==> src/rtl/core/clr_pkg.sv <==
// ----------------------------------------------------------------------------
// clr_pkg
// types and constants shared by the combination rank block
// ----------------------------------------------------------------------------
package clr_pkg;

  // largest ground set the binomial table covers
  localparam int MAX_SET   = 33;
  localparam int TBL_DIM   = MAX_SET + 1;
  localparam int TBL_DEPTH = TBL_DIM * TBL_DIM;
  localparam int ADDR_W    = $clog2(TBL_DEPTH);
  localparam int IDX_W     = $clog2(TBL_DIM);
  localparam int FIELD_W   = 6;
  localparam int RANK_W    = 31;

  // input beat
  typedef struct packed {
    logic [FIELD_W-1:0] element;
    logic [FIELD_W-1:0] set_size;
    logic [FIELD_W-1:0] subset_length;
    logic               is_last;
  } clr_in_t;

  // result beat
  typedef struct packed {
    logic [RANK_W-1:0] rank;
    logic              bad_input;
  } clr_out_t;

  // table write port
  typedef struct packed {
    logic              en;
    logic [ADDR_W-1:0] addr;
    logic [RANK_W-1:0] data;
  } clr_wr_t;

  // rank sequencer states
  typedef enum logic [1:0] {
    ST_IDLE,
    ST_WALK,
    ST_END
  } clr_state_t;

endpackage

==> src/rtl/core/clr_fill.sv <==
// ----------------------------------------------------------------------------
// clr_fill
// builds the pascal triangle in the table after reset, one entry per cycle
// ----------------------------------------------------------------------------
module clr_fill
  import clr_pkg::*;
(
  input  logic              clk,
  input  logic              rst,
  input  logic [RANK_W-1:0] rd_data_a,
  input  logic [RANK_W-1:0] rd_data_b,
  output logic [ADDR_W-1:0] rd_addr_a,
  output logic [ADDR_W-1:0] rd_addr_b,
  output clr_wr_t           wr,
  output logic              busy,
  output logic              done
);

  logic              issuing;
  logic [IDX_W-1:0]  row;
  logic [IDX_W-1:0]  col;
  logic [ADDR_W-1:0] addr;
  logic              wr_en;
  logic [IDX_W-1:0]  wr_row;
  logic [IDX_W-1:0]  wr_col;
  logic [ADDR_W-1:0] wr_addr;

  // upper-left and upper neighbors in the previous row
  assign rd_addr_a = addr - ADDR_W'(TBL_DIM + 1);
  assign rd_addr_b = addr - ADDR_W'(TBL_DIM);

  // read sweep over all rows and columns
  always_ff @(posedge clk) begin
    if (rst) begin
      issuing <= 1'b1;
      row     <= '0;
      col     <= '0;
      addr    <= '0;
      wr_en   <= 1'b0;
    end else begin
      wr_en <= issuing;
      if (issuing) begin
        addr <= addr + ADDR_W'(1);
        if (col == IDX_W'(TBL_DIM - 1)) begin
          col <= '0;
          if (row == IDX_W'(TBL_DIM - 1)) begin
            issuing <= 1'b0;
          end else begin
            row <= row + IDX_W'(1);
          end
        end else begin
          col <= col + IDX_W'(1);
        end
      end
    end
  end

  // write stage follows the read in the next cycle
  always_ff @(posedge clk) begin
    wr_row  <= row;
    wr_col  <= col;
    wr_addr <= addr;
  end

  // edge of the triangle is one, above the diagonal is zero
  always_comb begin
    wr.en   = wr_en;
    wr.addr = wr_addr;
    if (wr_col == '0) begin
      wr.data = RANK_W'(1);
    end else if (wr_col > wr_row) begin
      wr.data = '0;
    end else begin
      wr.data = rd_data_a + rd_data_b;
    end
  end

  assign busy = issuing | wr_en;
  assign done = ~busy;

endmodule

==> config.mk <==
export PLATFORM = sky130hd
export DESIGN_NAME = clr_fill
export DESIGN_NICKNAME = d
export VERILOG_FILES = /design/src/rtl/core/clr_pkg.sv /design/src/rtl/core/clr_fill.sv
export SDC_FILE = /design/constraint.sdc
export NUM_CORES = 1
export LEC_CHECK = 0
export ABC_CLOCK_PERIOD_IN_PS = 3200
export BUFFER_PORTS_ARGS = -buffer_cell sky130_fd_sc_hd__buf_2
export CORE_ASPECT_RATIO = 0.75
export CORE_MARGIN = 8
export CORE_UTILIZATION = 51
export DETAILED_ROUTE_END_ITERATION = 12
export GPL_ROUTABILITY_DRIVEN = 0
export PLACE_DENSITY = 0.85
export SLEW_MARGIN = 10
export SYNTH_ARGS = -nofsm -noshare
export SYNTH_HDL_FRONTEND = slang
export SYNTH_SLANG_ARGS = --single-unit
==> constraint.sdc <==
create_clock -name clk -period 3.2 [get_ports clk]
set_clock_uncertainty 0.15 [all_clocks]
set_input_delay 0.48 -clock clk [delete_from_list [all_inputs] [get_ports clk]]
set_output_delay 0.48 -clock clk [all_outputs]
set_load 0.03 [all_outputs]
==> summary.md <==
| Metric | Value |
|---|---|
| Worst Hold Depth | 0 |
| Via-to-Cell Ratio | 5.74 |
| Crit Path Max Fanout | 3 |
| Tot Pwr | 2.11 mW |
| DRT Pass-1 Iters | 5 |
| CP max stage delay | 370 ps |
| Maxcap violations | 0 |
| Fin. Hold Viols | 0 |
| DRC viols | 0 |
| Drt first-iter violations | roughly 360 |
| FFs w/ async S/R, synth | 0% |
| Initial antenna violation count | 0 |
| CTS Buf Count | 5 |
| Final min period | 3260 ps |
| Worst-Margin Slew | 748 ps |
| Syn-to-layout area delta | 44.2% |
| Post-Synth XOR/XNOR Area | about an eighth |
| Multiplexer share of the synthesized area | under 10% |
| Period utilization | 102% |
| Worst Path Buf+Inv | 5 |
| Crit-path cells | buf_8, ha_4, fa_2, a21o_4, a31oi_4, buf_4, buf_4, a211oi_2, o22ai_1, buf_4, o31ai_2, xnor2_1, nor2_2, buf_6 |
| Kind of end point of the critical path | output pin |
| Pwr/cell area | roughly 380 nW/um^2 |
| Cell count after synthesis | 505 |
| Post-route cell area | around 5600 um^2 |
| Hold endpoint | wr_col[5] |
| Min-delay worst type | reg2reg |
| Synth Area in Adders | between 10% and 20% |
| Multi-input gate area | 3160 um^2 |
| I/O Buffers | 130 |
| CTS H-tree lvls | 2 |
| Avg Synthesized Cell Area | 7.65 um^2 |
| Clk sinks | 48 |
| Reg2Reg Setup Slack | 870 ps |
| Final setup vio count | 4 |
| Die ar. | around 11,000 um^2 |
| Die W | roughly 120 um |
| Wirelength per Cell | 17.1 um |
| Crit path launch type | input pin |
| Sequential standard cell area | between 900 and 1000 um^2 |
| Total GRT Usage | between 20% and 30% |
| Main area contributors after synthesis | dfxtp_1 (25%), ha_1 (14%), nor2_1 (6.7%) |
| Top delay family on crit path | buffers and inverters |
| FF-to-FF End | row[5] |
| Post-synth top area share | between 20% and 30% |
| # IOs | around 130 |
| Hold Worst Slack | roughly 240 ps |
| CTS tree | done |
| Synth warn | 0 |
| Nets@finish | between 700 and 800 |
| EDFF count, synth | 0 |
| Congestion Overflow GR | 0 |
| Synth cell types | 51 |
| Mapped cell area | roughly 3900 um^2 |
| Cell count of the worst reg-to-reg path | 7 |
| Status | finished with violations |
| Synth Area in Compound Gates | approximately a fifth |
| Pre-CTS WS | -277 ps |
| CTS max path bufs | 2 |
| Number of antenna diodes | 0 |
| Commonest cells in the synthesized netlist | nor2_1 (69), nand2_1 (49), dfxtp_1 (48) |
| Worst-path cell with the longest stage delay | fa_2 |
| Post-Route WL | ~13 mm |
| Register area share after synthesis | between 20% and 30% |
| P_leak | 2.51 nW |
| Worst EP required | between 2000 and 3000 ps |
| Synth Area in Simple Gates | 22.6% |
| Num rows | 27 |
| Failing checks | setup timing |
| Final slew viol count | 0 |
| Register bit total from synthesis | 48 |
| Fillers | ~500 |
| Remaining antenna violation count | 0 |
| Crit Reg-Reg Startpoint | col[0] |
| Placed cell area | slightly below 5000 um^2 |
| Cell with the most instances after synthesis | nor2_1 |
| Clock Latency Late Sink | 300 ps |
| Core box area | about 7300 um^2 |
| VDD IR-drop max | between 200 and 300 uV |
| Initial core utilization | ~53% |
| Worst path arrival time | 2630 ps |
| Largest net degree at the start of global routing | 27 |
| Synth Net Count | 614 |
| Global-route wire length before repair | between 20 and 25 mm |
| Dominant cell type by area after synthesis | dfxtp_1 |
| Hold-fix buffers at CTS | 0 |
| Layout cells sized above 1 | between 30% and 40% |
| Achievable frequency | about 0.31 GHz |
| RSZ-0062 raised after global routing | yes |
| Crit Path Category | in2out |
| Slew margin rel. | a little under 50% |
| Vias in the first global route | about 4,300 |
| Clk slew on worst S/H paths | about 90 ps |
| Final HPWL DP | between 9 and 10 mm |
| Die height | just over 90 um |
| Vias after detailed routing | around 4,500 |
| CP most frequent cell | buf_4 |
| Hold_sp | col[5] |
| Final setup margin | -60.0 ps |
| CTS root buffer | clkbuf_8 |
| Post-synth top flop | dfxtp_1 |
| Largest family of logic cells by synthesized area | simple AND/OR/NAND/NOR gates |
cell usage in the layout (no fill, tap or decap), types with 3 or more instances in the layout:
master    count
buf_2       114
nor2_1       65
buf_4        51
dfxtp_1      48
nand2_1      46
a21oi_1      35
xor2_1       29
ha_1         29
xnor2_1      26
o21ai_0      25
inv_1        22
ha_4         15
buf_6        15
nand3_1      12
nand4_1      11
a21o_1        9
a21oi_2       9
nor2b_1       6
clkbuf_8      6
or3_1         5
o211ai_1      5
and3_1        5
o21a_1        5
mux2i_1       5
and2_1        4
o21ai_2       4
o21ai_1       4
nand2b_1      4
nor3_1        4
nor2_2        4
o31ai_1       3
worst max-delay path by stage:
stage,from,slack (ps),end,cells after the start
final,rd_data_b[0],-60,wr[26],14
after global routing,rd_data_a[14],-190,wr[28],12
after CTS,rd_data_b[0],-70,wr[28],11
after detailed placement,rd_data_a[0],-280,wr[28],11
after global placement,rd_data_a[0],-210,wr[28],11
after floorplan,rd_data_a[0],-70,wr[28],9
registers in the layout (all words and copies together) (netlist names):
name and flops:
issuing 1, wr_row 6, row 6, wr_col 6, col 6, wr_addr 11
addr 11, wr_en 1
area by class of cell:
type	count	area share (%)
clock buffer	6	1.48
clock inverter	2	0.247
inverter	22	1.48
multi-input combinational	414	56.7
sequential	48	17.3
tap	101	2.27
timing repair buffer	182	20.6
where the power goes:
group	internal [mW]	switching (mW)	total [mW]
logic	0.432	0.671	1.10
clock network	0.177	0.200	0.377
registers	0.611	0.0151	0.626
total	1.22	0.886	2.11
repair_timing:
action / 4_1_cts / 5_1_grt
gates resized for setup: 34 / 66
hold endpoints to repair: 0 / 0
pin swaps: 10 / 25
buffers inserted: 2 / 7
setup endpoints to repair: 12 / 15
metal layers:
metal	vias up	share of wire [%]	GRT usage (%)
li1	2104	-	-
met1	2047	40	26.7
met2	247	50	38.7
met3	53	7.1	4.63
met4	0	3.5	8.40
met5	-	0	0
logic make-up after synthesis:
family | count (synthesis)
xor gates and xnor gates | 55
AOI/OAI and AO/OA | 122
and+or+nand+nor | 186
buffers and inverters | 43
DFF | 48
adders and majority gates | 45
muxes | 6
stage by stage:
stage                     utilization (%)  setup TNS, ps  instances
after global placement               66.6          -1240        758
after floorplan                         -          -67.1        505
after detailed placement             66.6          -1370        758
final                                76.0           -162        775
after CTS                            71.2           -129        768
after global routing                 76.0           -688        775
(Power assumes the default switching activity.)
