`src/rtl/core/clr_pkg.sv`:
```
// ----------------------------------------------------------------------------
// clr_pkg
// types and constants shared by the combination rank block
// ----------------------------------------------------------------------------
package clr_pkg;

  // largest ground set the binomial table covers
  localparam int MAX_SET   = 33;
  localparam int TBL_DIM   = MAX_SET + 1;
  localparam int TBL_DEPTH = TBL_DIM * TBL_DIM;
  localparam int ADDR_W    = $clog2(TBL_DEPTH);
  localparam int IDX_W     = $clog2(TBL_DIM);
  localparam int FIELD_W   = 6;
  localparam int RANK_W    = 31;

  // input beat
  typedef struct packed {
    logic [FIELD_W-1:0] element;
    logic [FIELD_W-1:0] set_size;
    logic [FIELD_W-1:0] subset_length;
    logic               is_last;
  } clr_in_t;

  // result beat
  typedef struct packed {
    logic [RANK_W-1:0] rank;
    logic              bad_input;
  } clr_out_t;

  // table write port
  typedef struct packed {
    logic              en;
    logic [ADDR_W-1:0] addr;
    logic [RANK_W-1:0] data;
  } clr_wr_t;

  // rank sequencer states
  typedef enum logic [1:0] {
    ST_IDLE,
    ST_WALK,
    ST_END
  } clr_state_t;

endpackage

```
`src/rtl/core/clr_rank.sv`:
```
// ----------------------------------------------------------------------------
// clr_rank
// per-element sequencer: checks the element, walks the skipped values through
// the binomial table and accumulates the rank
// ----------------------------------------------------------------------------
module clr_rank
  import clr_pkg::*;
(
  input  logic              clk,
  input  logic              rst,
  input  logic              fill_done,
  input  logic              in_valid,
  output logic              in_ready,
  input  clr_in_t           in_data,
  output logic              out_valid,
  input  logic              out_ready,
  output clr_out_t          out_data,
  output logic [ADDR_W-1:0] rd_addr,
  input  logic [RANK_W-1:0] rd_data
);

  clr_state_t         state;
  clr_state_t         state_next;
  logic [FIELD_W-1:0] position;
  logic [FIELD_W-1:0] next_candidate;
  logic [RANK_W-1:0]  rank_sum;
  logic [FIELD_W-1:0] held_set_size;
  logic [FIELD_W-1:0] held_length;
  logic               error_seen;
  logic [FIELD_W-1:0] target;
  logic [FIELD_W-1:0] col;
  logic               last;
  logic [FIELD_W-1:0] walk_j;
  logic               rd_pend;

  logic               accept;
  logic               load_out;
  logic               pos_zero;
  logic [FIELD_W-1:0] n_cur;
  logic [FIELD_W-1:0] k_cur;
  logic               err_cur;
  logic [FIELD_W-1:0] col_cur;
  logic               need_walk;
  logic               err_final;
  logic [FIELD_W-1:0] row;

  // checks on the incoming element
  always_comb begin
    pos_zero  = (position == '0);
    n_cur     = pos_zero ? in_data.set_size : held_set_size;
    k_cur     = pos_zero ? in_data.subset_length : held_length;
    err_cur   = error_seen
              | (pos_zero & (in_data.set_size > FIELD_W'(MAX_SET)))
              | (position >= k_cur)
              | (in_data.element < next_candidate)
              | (in_data.element >= n_cur);
    col_cur   = k_cur - position - FIELD_W'(1);
    need_walk = ~err_cur & (col_cur < FIELD_W'(TBL_DIM))
              & (in_data.element != next_candidate);
    err_final = error_seen | (position != held_length);
  end

  // table address for C(n-j-1, col)
  assign row     = held_set_size - walk_j - FIELD_W'(1);
  assign rd_addr = ADDR_W'(row) * ADDR_W'(TBL_DIM) + ADDR_W'(col);

  // state register
  always_ff @(posedge clk) begin
    if (rst) begin
      state <= ST_IDLE;
    end else begin
      state <= state_next;
    end
  end

  // next state and handshake
  always_comb begin
    state_next = state;
    in_ready   = 1'b0;
    load_out   = 1'b0;
    unique case (state)
      ST_IDLE: begin
        in_ready = fill_done;
        if (in_valid && fill_done) begin
          state_next = need_walk ? ST_WALK : ST_END;
        end
      end
      ST_WALK: begin
        if (walk_j == target) begin
          state_next = ST_END;
        end
      end
      ST_END: begin
        if (!last) begin
          state_next = ST_IDLE;
        end else if (!out_valid || out_ready) begin
          load_out   = 1'b1;
          state_next = ST_IDLE;
        end
      end
      default: state_next = ST_IDLE;
    endcase
  end

  assign accept = in_valid & in_ready;

  // per-item payload registers
  always_ff @(posedge clk) begin
    if (accept) begin
      target <= in_data.element;
      col    <= col_cur;
      last   <= in_data.is_last;
      walk_j <= next_candidate;
    end else if (state == ST_WALK && walk_j != target) begin
      walk_j <= walk_j + FIELD_W'(1);
    end
  end

  // sequence state and accumulation
  always_ff @(posedge clk) begin
    if (rst) begin
      position       <= '0;
      next_candidate <= '0;
      rank_sum       <= '0;
      held_set_size  <= '0;
      held_length    <= '0;
      error_seen     <= 1'b0;
      rd_pend        <= 1'b0;
    end else if (accept) begin
      if (pos_zero) begin
        held_set_size <= in_data.set_size;
        held_length   <= in_data.subset_length;
      end
      error_seen <= err_cur;
      if (!err_cur) begin
        next_candidate <= in_data.element + FIELD_W'(1);
      end
      if (position != '1) begin
        position <= position + FIELD_W'(1);
      end
      rd_pend <= 1'b0;
    end else if (state == ST_WALK) begin
      rd_pend <= (walk_j != target);
      if (rd_pend) begin
        rank_sum <= rank_sum + rd_data;
      end
    end else if (load_out) begin
      position       <= '0;
      next_candidate <= '0;
      rank_sum       <= '0;
      held_set_size  <= '0;
      held_length    <= '0;
      error_seen     <= 1'b0;
    end
  end

  // result register
  always_ff @(posedge clk) begin
    if (rst) begin
      out_valid <= 1'b0;
    end else if (load_out) begin
      out_valid <= 1'b1;
    end else if (out_ready) begin
      out_valid <= 1'b0;
    end
  end

  always_ff @(posedge clk) begin
    if (load_out) begin
      out_data.rank      <= err_final ? '0 : rank_sum;
      out_data.bad_input <= err_final;
    end
  end

endmodule

```
`config.mk`:
```
export PLATFORM = sky130hd
export DESIGN_NAME = clr_rank
export DESIGN_NICKNAME = d
export VERILOG_FILES = /design/src/rtl/core/clr_pkg.sv /design/src/rtl/core/clr_rank.sv
export SDC_FILE = /design/constraint.sdc
export NUM_CORES = 1
export LEC_CHECK = 0
export BUFFER_PORTS_ARGS = -buffer_cell sky130_fd_sc_hd__buf_2
export CORE_AREA = 2 2 149 151
export DETAILED_ROUTE_END_ITERATION = 8
export DIE_AREA = 0 0 151 153
export PLACE_DENSITY = 0.62
export SLEW_MARGIN = 20
export SYNTH_ARGS = -nofsm -noshare
export SYNTH_HDL_FRONTEND = slang
export SYNTH_SLANG_ARGS = --single-unit
```
`constraint.sdc`:
```
create_clock -name clk -period 8.85 [get_ports clk]
set_clock_uncertainty 0.2 [all_clocks]
set_input_delay 0.885 -clock clk [delete_from_list [all_inputs] [get_ports clk]]
set_output_delay 0.885 -clock clk [all_outputs]
set_load 0.01 [all_outputs]
```
==> results.sh <==
export IMPL_outcome="finished clean"
export IMPL_peakVddDrop_mv=0.08942
export IMPL_leakagePower_uw=0.003590
export IMPL_async_flop_share=0
export IMPL_grt_overflow=0
export IMPL_synth_distinct_cells=59
export IMPL_synth_area_per_cell_um2=8.983
export IMPL_reg2reg_depth=11
export IMPL_cts_tree="built"
export IMPL_ys_warn_count=0
export IMPL_grt_antenna_before_repair=2
export IMPL_crit_arrival_ps=3970
export IMPL_crit_path_end="rd_addr[10]"
export IMPL_pin_count=100
export IMPL_layout_min_cycle_time_ps=5060
export IMPL_start_util=0.3428
export IMPL_cts_buffers=9
export IMPL_synth_top_area_cell="edfxtp_1"
export IMPL_antenna_left=0
export IMPL_holdWs_ps=262.0
export IMPL_synth_seq_cells=111
export IMPL_cts_buffer_depth=2
export IMPL_rsz0062_at_grt="false"
export IMPL_dominantRegCellSynth="dfxtp_1"
export IMPL_die_w_um=151
export IMPL_worst_pin_slew_ps=954.8
export IMPL_start_kind="register"
export IMPL_wl_mm=18.57
export IMPL_grt_pass1_vias=5955
export IMPL_drt_vias_per_instance=5.246
export IMPL_synth_top_area_share=0.2079
export IMPL_htreeDepth=3
export IMPL_total_power_uw=1338
export IMPL_power_density_nw_per_um2=158.4
export IMPL_slew_viol_final=0
export IMPL_dr_first_iter_drc_count=291
export IMPL_max_freq_mhz=197.6
export IMPL_grt_use_total=0.1606
export IMPL_clk_latency_ps=370
export IMPL_numClockSinks=111
export IMPL_routedWlPerCell_um=15.67
export IMPL_maxCapViolCount=0
export IMPL_r2r_end="state[1]"
export IMPL_r2r_start="position[1]"
export IMPL_yosys_top_cells_count="73 x a21oi_1, 71 x nand2_1, 70 x ha_1"
export IMPL_grt_start_max_net_pins=50
export IMPL_gp_congestion=0.8705
export IMPL_finalCritPeriodShare=0.5718
export IMPL_clkSlewWorstSetupHoldPaths_ps=80
export IMPL_root_buffer="clkbuf_16"
export IMPL_grt_pass1_wl_mm=29.56
export IMPL_synth_nets=950
export IMPL_slew_headroom=0.3635
export IMPL_critPathKind="register to output port"
export IMPL_synth_most_common_cell="a21oi_1"
export IMPL_dieArea_um2=23100
export IMPL_row_count=54
export IMPL_vias=6216
export IMPL_dr_pass1_iters=5
export IMPL_final_cell_count_no_fill=1185
export IMPL_synth_edf_count=51
export IMPL_hpwl_mm=13.57
export IMPL_crit_start="walk_j[1]"
export IMPL_layout_drive_gt1_share=0.1429
export IMPL_cp_max_fo=5
export IMPL_nNetsFinal=1028
export IMPL_endpoint_kind="output port"
export IMPL_netlist_top_cells_area="edfxtp_1 21%, dfxtp_1 16%, ha_1 12%, a21oi_1 5.0%, xnor2_1 4.6%"
export IMPL_io_buffers=99
export IMPL_drc=0
export IMPL_setup_viol=0
export IMPL_syn_inst=820
export IMPL_synth_seq_area_share=0.3710
export IMPL_synth_area_um2=7366
export IMPL_ctsResizeCount=0
export IMPL_required_ps=7770
export IMPL_core_area_um2=21490
export IMPL_min_path_type="register to register"
export IMPL_area_growth_syn_to_layout_pct=14.64
export IMPL_cts_hold_buf=0
export IMPL_post_cts_setup_buffers=0
export IMPL_tns_ps=0
export IMPL_hold_violations=0
export IMPL_timing_reg2reg_setup_slack_ps=4890
export IMPL_dp_cells=1167
export IMPL_die_y_um=153
layout make-up:
type,instances,area (um^2)
Multi-Input combinational cell,633,4342
Tap cell,280,350.3
Inverter,40,150.1
Clock inverter,7,113.9
Fill cell,2188,13040
Clock buffer,9,225.2
Timing Repair Buffer,103,525.5
Sequential cell,111,2733
Antenna cell,2,5.005
critical path, stage by stage, from the launching register on:
cell      delay, ps
edfxtp_1        490
inv_1           100
ha_1            220
a21o_1          180
a21oi_1         230
o21bai_1         90
a21oi_1         190
xnor2_1         180
ha_1            280
ha_1            230
fa_1            540
o211a_1         170
nand2_1         100
o22ai_1         190
a21oi_1         100
xnor2_1         160
buf_2           150
placed cells by master (no fill, tap or decap), types with 6 or more instances in the layout:
cell        n
buf_2      99
a21oi_1    73
nand2_1    71
ha_1       70
nor2_1     65
dfxtp_1    60
edfxtp_1   51
o21ai_0    43
xnor2_1    39
inv_1      38
and2_1     35
nand3_1    27
xor2_1     23
mux2i_1    18
a21o_1     15
nor3_1     14
nand2b_1   12
a31oi_1    12
o211ai_1    9
nand4_1     9
clkbuf_16   9
a22oi_1     8
o21a_1      7
o21bai_1    6
o31ai_1     6
or4_1       6
metal layers:
layer / track usage / vias up / part of all wire
li1: - / 3114 / -
met4: 0.05251 / 0 / 0.022
met3: 0.02687 / 28 / 0.053
met5: 0 / - / 0
met2: 0.2591 / 171 / 0.46
met1: 0.2184 / 2903 / 0.47
metrics by stage:
stage            util  cell area, um^2  setup WS (ps)
2_1_floorplan       -             7366           4508
3_3_place_gp   0.3770             8100           4245
3_5_place_dp   0.3770             8100           4148
4_1_cts        0.3928             8439           3758
5_1_grt        0.3929             8442           3487
6_report       0.3930             8444           3790
registers in the layout, indices dropped and copies added, names as in the netlist:
name / count
out_data: 32
held_set_size: 6
col: 6
next_candidate: 6
error_seen: 1
state: 2
rd_pend: 1
last: 1
rank_sum: 31
target: 6
held_length: 6
walk_j: 6
position: 6
out_valid: 1
cell families (layout without fill, tap and decap cells):
kind of cell               after synthesis  count (layout)  share of synthesized area
AOI/OAI and AO/OA                      215             215                     0.1826
xor gates and xnor gates                62              62                    0.07372
adders and majority gates               75              75                     0.1325
buffers and inverters                   76             159                    0.04043
DFF                                    111             111                     0.3710
muxes                                   21              21                    0.02905
other                                    0               2                          0
and+or+nand+nor                        260             260                     0.1707
worst min path at each step:
| stage | start | end | slack, ps | cells after the start |
|---|---|---|---|---|
| after detailed placement | next_candidate[4] | next_candidate[4] | 260 | 2 |
| final | next_candidate[4] | next_candidate[4] | 260 | 2 |
| after CTS | next_candidate[4] | next_candidate[4] | 270 | 2 |
| after global placement | next_candidate[4] | next_candidate[4] | 250 | 2 |
| after floorplan | next_candidate[4] | next_candidate[4] | 230 | 2 |
| after global routing | next_candidate[4] | next_candidate[4] | 290 | 2 |
power by group:
group          leakage, uW  switching [uW]  internal (uW)  total [uW]
sequential        0.000948            11.8            555         567
clock             0.000165             206            255         462
combinational      0.00248             181            129         310
Note: power is estimated with default switching activity, not from simulation.
